File: src/design/rau_pkg.sv
package rau_pkg;

  localparam logic [2:0] OP_ADD = 3'd0;
  localparam logic [2:0] OP_SUB = 3'd1;
  localparam logic [2:0] OP_MUL = 3'd2;
  localparam logic [2:0] OP_DIV = 3'd3;
  localparam logic [2:0] OP_LT  = 3'd4;
  localparam logic [2:0] OP_EQ  = 3'd5;

  typedef struct packed {
    logic [2:0]         req_type;
    logic signed [31:0] a_num;
    logic [30:0]        a_den;
    logic signed [31:0] b_num;
    logic [30:0]        b_den;
  } in_t;

  typedef struct packed {
    logic signed [63:0] res_num;
    logic [62:0]        res_den;
    logic               cmp_flag;
    logic               div_zero;
  } out_t;

  // Handshake between the sequencer and the reduction unit.
  typedef struct packed {
    logic        start;
    logic [63:0] mn;
    logic [63:0] md;
  } red_req_t;

  typedef struct packed {
    logic        done;
    logic [63:0] qn;
    logic [63:0] qd;
  } red_rsp_t;

endpackage

File: src/design/rau_reduce.sv
module rau_reduce (
  input  logic              clk,
  input  logic              rst_n,
  input  rau_pkg::red_req_t req,
  output rau_pkg::red_rsp_t rsp
);

  typedef enum logic [2:0] {
    R_IDLE = 3'b001,
    R_GCD  = 3'b010,
    R_DIV  = 3'b100
  } rstate_t;

  rstate_t     state_r, state_nxt;
  logic [63:0] x_r, x_nxt, y_r, y_nxt;
  logic [5:0]  k_r, k_nxt;
  logic [63:0] g_r, g_nxt;
  logic [63:0] qn_r, qn_nxt, qd_r, qd_nxt;
  logic [63:0] rn_r, rn_nxt, rd_r, rd_nxt;
  logic [5:0]  cnt_r, cnt_nxt;
  logic        done_r, done_nxt;
  logic [64:0] dn, dd;

  always_ff @(posedge clk) begin
    if (!rst_n) begin
      state_r <= R_IDLE;
      done_r  <= 1'b0;
    end else begin
      state_r <= state_nxt;
      done_r  <= done_nxt;
    end
    x_r   <= x_nxt;
    y_r   <= y_nxt;
    k_r   <= k_nxt;
    g_r   <= g_nxt;
    qn_r  <= qn_nxt;
    qd_r  <= qd_nxt;
    rn_r  <= rn_nxt;
    rd_r  <= rd_nxt;
    cnt_r <= cnt_nxt;
  end

  // Trial subtraction for both quotient lanes against the shared divisor.
  assign dn = {rn_r, qn_r[63]} - {1'b0, g_r};
  assign dd = {rd_r, qd_r[63]} - {1'b0, g_r};

  // Binary GCD one step a cycle, then a restoring division of both magnitudes.
  always_comb begin
    state_nxt = state_r;
    x_nxt     = x_r;
    y_nxt     = y_r;
    k_nxt     = k_r;
    g_nxt     = g_r;
    qn_nxt    = qn_r;
    qd_nxt    = qd_r;
    rn_nxt    = rn_r;
    rd_nxt    = rd_r;
    cnt_nxt   = cnt_r;
    done_nxt  = 1'b0;
    case (state_r)
      R_IDLE: begin
        if (req.start) begin
          x_nxt     = req.mn;
          y_nxt     = req.md;
          qn_nxt    = req.mn;
          qd_nxt    = req.md;
          k_nxt     = '0;
          state_nxt = R_GCD;
        end
      end
      R_GCD: begin
        if (x_r == 64'd0) begin
          g_nxt     = y_r << k_r;
          rn_nxt    = '0;
          rd_nxt    = '0;
          cnt_nxt   = '0;
          state_nxt = R_DIV;
        end else if (!x_r[0] && !y_r[0]) begin
          x_nxt = x_r >> 1;
          y_nxt = y_r >> 1;
          k_nxt = k_r + 6'd1;
        end else if (!x_r[0]) begin
          x_nxt = x_r >> 1;
        end else if (!y_r[0]) begin
          y_nxt = y_r >> 1;
        end else if (x_r >= y_r) begin
          x_nxt = (x_r - y_r) >> 1;
        end else begin
          y_nxt = (y_r - x_r) >> 1;
        end
      end
      R_DIV: begin
        if (!dn[64]) begin
          rn_nxt = dn[63:0];
          qn_nxt = {qn_r[62:0], 1'b1};
        end else begin
          rn_nxt = {rn_r[62:0], qn_r[63]};
          qn_nxt = {qn_r[62:0], 1'b0};
        end
        if (!dd[64]) begin
          rd_nxt = dd[63:0];
          qd_nxt = {qd_r[62:0], 1'b1};
        end else begin
          rd_nxt = {rd_r[62:0], qd_r[63]};
          qd_nxt = {qd_r[62:0], 1'b0};
        end
        cnt_nxt = cnt_r + 6'd1;
        if (cnt_r == 6'd63) begin
          done_nxt  = 1'b1;
          state_nxt = R_IDLE;
        end
      end
      default: state_nxt = R_IDLE;
    endcase
  end

  assign rsp.done = done_r;
  assign rsp.qn   = qn_r;
  assign rsp.qd   = qd_r;

endmodule

File: config.mk
export PLATFORM = sky130hd
export DESIGN_NAME = rau_reduce
export DESIGN_NICKNAME = d
export VERILOG_FILES = /design/src/design/rau_pkg.sv /design/src/design/rau_reduce.sv
export SDC_FILE = /design/constraint.sdc
export NUM_CORES = 2
export LEC_CHECK = 0
export ABC_AREA = 1
export BUFFER_PORTS_ARGS = -buffer_cell sky130_fd_sc_hd__buf_2
export CAP_MARGIN = 20
export CORE_MARGIN = 2
export CORE_UTILIZATION = 60
export CTS_CLUSTER_DIAMETER = 50
export DETAILED_ROUTE_END_ITERATION = 7
export GPL_ROUTABILITY_DRIVEN = 0
export HOLD_SLACK_MARGIN = 0.12
export PLACE_DENSITY_LB_ADDON = 0.08
export SYNTH_ARGS = -nofsm -noshare
export SYNTH_HDL_FRONTEND = slang
export SYNTH_SLANG_ARGS = --single-unit
File: constraint.sdc
create_clock -name clk -period 17.9 [get_ports clk]
set_clock_uncertainty 0.15 [all_clocks]
set_input_delay 0.895 -clock clk [delete_from_list [all_inputs] [get_ports clk]]
set_output_delay 0.895 -clock clk [all_outputs]
set_load 0.005 [all_outputs]
==> impl_results.rst <==
.. list-table::
   :header-rows: 1

   * - Metric
     - Value
   * - Status
     - finished, final reports clean
   * - Total number of vias
     - 50461
   * - Std cell rows
     - 103
   * - Worst slew slack as a fraction of its limit
     - 26.4%
   * - Setup TNS Final
     - 0 ns
   * - Reg-to-reg setup timing slack
     - 13.34 ns
   * - Max Cap Violations
     - 0
   * - Worst-margin pin slew
     - 1.09 ns
   * - Number of flops mapped to enable cells by yosys
     - 460
   * - Critical Path Start
     - x_r[18]
   * - Final number of max-transition violations
     - 0
   * - Classification of the worst setup path
     - reg -> reg
   * - Required time of the worst setup path
     - 18.21 ns
   * - Total Die Area
     - 0.0813 mm2
   * - RR Startpoint
     - x_r[18]
   * - Clock tree buffer depth
     - 3
   * - Fill cell count
     - 7465
   * - Pin count of the biggest net entering global routing
     - 225
   * - H-tree depth
     - 3
   * - IR Drop Worst-Case VDD
     - 0.134 mV
   * - Clock slew at reported path FFs
     - 0.06 ns
   * - Detail Placement HPWL
     - 136000 um
   * - Crit path capture type
     - flip-flop
   * - Source of the worst hold timing path
     - rst_n
   * - Fraction of layout cells with a size suffix above 1
     - 7.09%
   * - CTS tree
     - done
   * - Synthesized area
     - 0.0474 mm2
   * - Share of flip-flops with an asynchronous set or reset after synthesis
     - 0%
   * - Final routed wirelength across all metal layers
     - 174000 um
   * - Final setup violation count
     - 0
   * - Most frequent cell after synthesis
     - nand2_1
   * - Peak clock frequency supported by timing
     - 219 MHz
   * - Fin crit share
     - 25.5%
   * - Top cells by instance count after synthesis
     - nand2_1 (2814), inv_1 (1450), nor2_1 (814), edfxtp_1 (460), o21ai_0 (401)
   * - Static Leak
     - 27.5 nW
   * - Area share of the leading cell type in the synthesized netlist
     - 29.1%
   * - Clock latency reported for the late side of the worst-skew pair
     - 0.65 ns
   * - CTS root buf
     - clkbuf_16
   * - Pre-antenna DRT Iters
     - 7
   * - Number of DRC markers after the initial detailed-route iteration
     - 6056
   * - Cell types with the largest area share after synthesis
     - edfxtp_1 (29%), nand2_1 (22%), inv_1 (11%), ha_1 (6.8%), nor2_1 (6.4%)
   * - Area of the core
     - 0.0786 mm2
   * - Die outline height
     - 285 um
   * - Setup fix buffers added after clock tree synthesis
     - 0
   * - CTS Hold Buffers Added
     - 0
   * - Sequential element share of the synthesized area
     - 29.3%
   * - Horizontal die dimension
     - 285 um
   * - Initial Util
     - 60.3%
   * - Signal arrival time at the worst endpoint
     - 4.88 ns
   * - NumNets Final
     - 8261
   * - Tightest Hold Check Type
     - in -> reg
   * - Remaining global-route overflow
     - 0
   * - Startpoint type of the worst setup path
     - flip-flop
   * - Global router's overall resource usage
     - 41.5%
   * - Multi-input logic area
     - 0.0268 mm2
   * - Wire length of the first global-routing pass
     - 260000 um
   * - Post-synthesis register bit count
     - 464
   * - Post-Synthesis Cells
     - 7739
   * - Worst Reg-to-Reg Cells
     - 15
   * - Critical Path Sink
     - y_r[14]
   * - Initial antenna violation count
     - 2
   * - Per-cell routed wire length
     - 19.4 um
   * - Total cell area at the placement stage
     - 0.0491 mm2
   * - Count of port buffers added during placement
     - 259
   * - Post-route standard cell area excluding fillers
     - 0.0514 mm2
   * - Total power per unit cell area
     - 197 mW/mm2
   * - Crit-path max FO
     - 33
   * - Post-route DRC violation count
     - 0
   * - Number of global-route vias before repair
     - 46900
   * - Total clock buffers created by CTS
     - 66
   * - CTS resizes
     - 0
   * - Register area
     - 0.0139 mm2
   * - Ports placed on the boundary
     - 260
   * - Mean post-synth cell area
     - 6.12 um2
   * - Top flip-flop cell by instance count after synthesis
     - edfxtp_1
   * - Hold WS
     - 0.340 ns
   * - Library cell occupying the most area in the post-synthesis netlist
     - edfxtp_1
   * - Critical R2R Capture
     - y_r[14]
   * - Post-synth net total
     - 8133
   * - Unrepaired setup endpoints after global routing
     - no
   * - P&R area growth vs syn
     - 8.37%
   * - Post-route antenna net violation count
     - 0
   * - Via count normalized by instance count
     - 5.63
   * - Warnings from Yosys
     - 0
   * - Min Tclk post-route
     - 4.56 ns
   * - Final-report hold violation count
     - 0
   * - Clock sink total
     - 464
   * - Number of different library cells in the post-synthesis netlist
     - 50
logic make-up (layout without fill, tap and decap cells):
logic type / after synthesis / in the layout / synth area share (%)
buffers and inverters: 1709 / 1888 / 14.3
other: 0 / 1 / 0
AND/OR/NAND/NOR: 4177 / 4177 / 35.4
XOR/XNOR: 133 / 133 / 2.46
AO/OA/AOI/OAI: 947 / 947 / 10.6
flip-flops: 464 / 464 / 29.3
multiplexers: 46 / 46 / 0.972
adder cells (fa/ha/maj): 263 / 263 / 7.01
worst min path at each step:
stage	slack, ns	cells past startpoint	end
5_1_grt	0.32	2	state_r[0]
3_3_place_gp	0.38	2	qn_r[10]
2_1_floorplan	0.40	2	qd_r[63]
4_1_cts	0.32	2	state_r[0]
6_report	0.34	2	state_r[0]
3_5_place_dp	0.39	2	qn_r[20]
per-stage QoR:
step / worst slack [ns] / util [%] / power [mW] / std cells
after floorplan: 7.09 / - / 6.23 / 7739
after global placement: 13.66 / 62.4 / 8.22 / 8848
after detailed placement: 13.53 / 62.4 / 8.27 / 8848
after CTS: 13.54 / 65.3 / 9.67 / 8967
after global routing: 13.19 / 65.3 / 10.6 / 8968
final: 13.34 / 65.3 / 10.1 / 8969
flip-flops by register name (all words and copies together) (netlist names):
name / flops
cnt_r: 6
done_r: 1
g_r: 64
k_r: 6
qd_r: 64
qn_r: 64
rd_r: 64
rn_r: 64
state_r: 3
x_r: 64
y_r: 64
layout by cell type (no fill, tap or decap), types with 6 or more instances in the layout:
| cell | netlist | final |
|---|---|---|
| a21oi_2 | 15 | 15 |
| o21ai_1 | 101 | 101 |
| o21bai_1 | 24 | 24 |
| or2_2 | 26 | 26 |
| buf_2 | 50 | 259 |
| o211ai_1 | 18 | 18 |
| nand3b_1 | 22 | 22 |
| xnor2_1 | 9 | 9 |
| nand3_1 | 279 | 279 |
| clkbuf_1 | 110 | 7 |
| clkinv_4 | 0 | 6 |
| nor2_4 | 10 | 11 |
| inv_1 | 1450 | 1445 |
| clkbuf_16 | 0 | 66 |
| ha_1 | 259 | 259 |
| buf_4 | 21 | 25 |
| inv_6 | 0 | 11 |
| nor3_2 | 4 | 6 |
| o21ai_0 | 401 | 400 |
| nand2_2 | 52 | 52 |
| nor2_2 | 14 | 14 |
| edfxtp_1 | 460 | 460 |
| nand2_1 | 2814 | 2813 |
| a21boi_1 | 30 | 30 |
| clkinv_1 | 4 | 8 |
| xor2_1 | 124 | 124 |
| nor4_1 | 23 | 23 |
| bufinv_16 | 0 | 6 |
| mux2i_1 | 46 | 46 |
| nor2_1 | 814 | 813 |
| nor3_1 | 34 | 32 |
| a21oi_1 | 345 | 345 |
| nand4_1 | 74 | 74 |
| inv_2 | 28 | 32 |
report_power, final:
| group | total [mW] | internal [mW] | switching [mW] | leakage (nW) |
|---|---|---|---|---|
| registers | 1.95 | 1.69 | 0.265 | 4.33 |
| logic | 6.78 | 1.78 | 5.01 | 22.1 |
| clock network | 1.37 | 0.801 | 0.565 | 1.10 |
| total | 10.1 | 4.27 | 5.84 | 27.5 |
critical path: stages, from the launching register on:
cell and delay (ns):
edfxtp_1 0.73, inv_1 0.10, ha_1 0.43, nand2_4 0.14, inv_1 0.06, nand2_1 0.07
nand2_1 0.07, nand2_1 0.07, nand2_1 0.10, a21oi_2 0.17, nand3_2 0.12, nand2_2 0.10
nand3_2 0.70, inv_2 1.02, nand2_1 0.14, a21boi_1 0.20
cell type report:
cell class	instances	share of cell area (%)
timing repair buffer	286	2.97
multi-input combinational	5566	52.1
inverter	1483	10.9
tap	1050	2.56
clock buffer	76	3.35
clock inverter	43	1.09
antenna	1	0.00487
sequential	464	27.0
metal layers:
layer | GRT usage, % | wire, um | vias up
met5 | 0 | 23 | -
met4 | 34.7 | 17400 | 4
met3 | 8.02 | 17000 | 813
met2 | 66.3 | 77000 | 2826
met1 | 48.4 | 63000 | 22585
li1 | - | - | 24233
No activity file was read; power rests on OpenSTA's default activity.
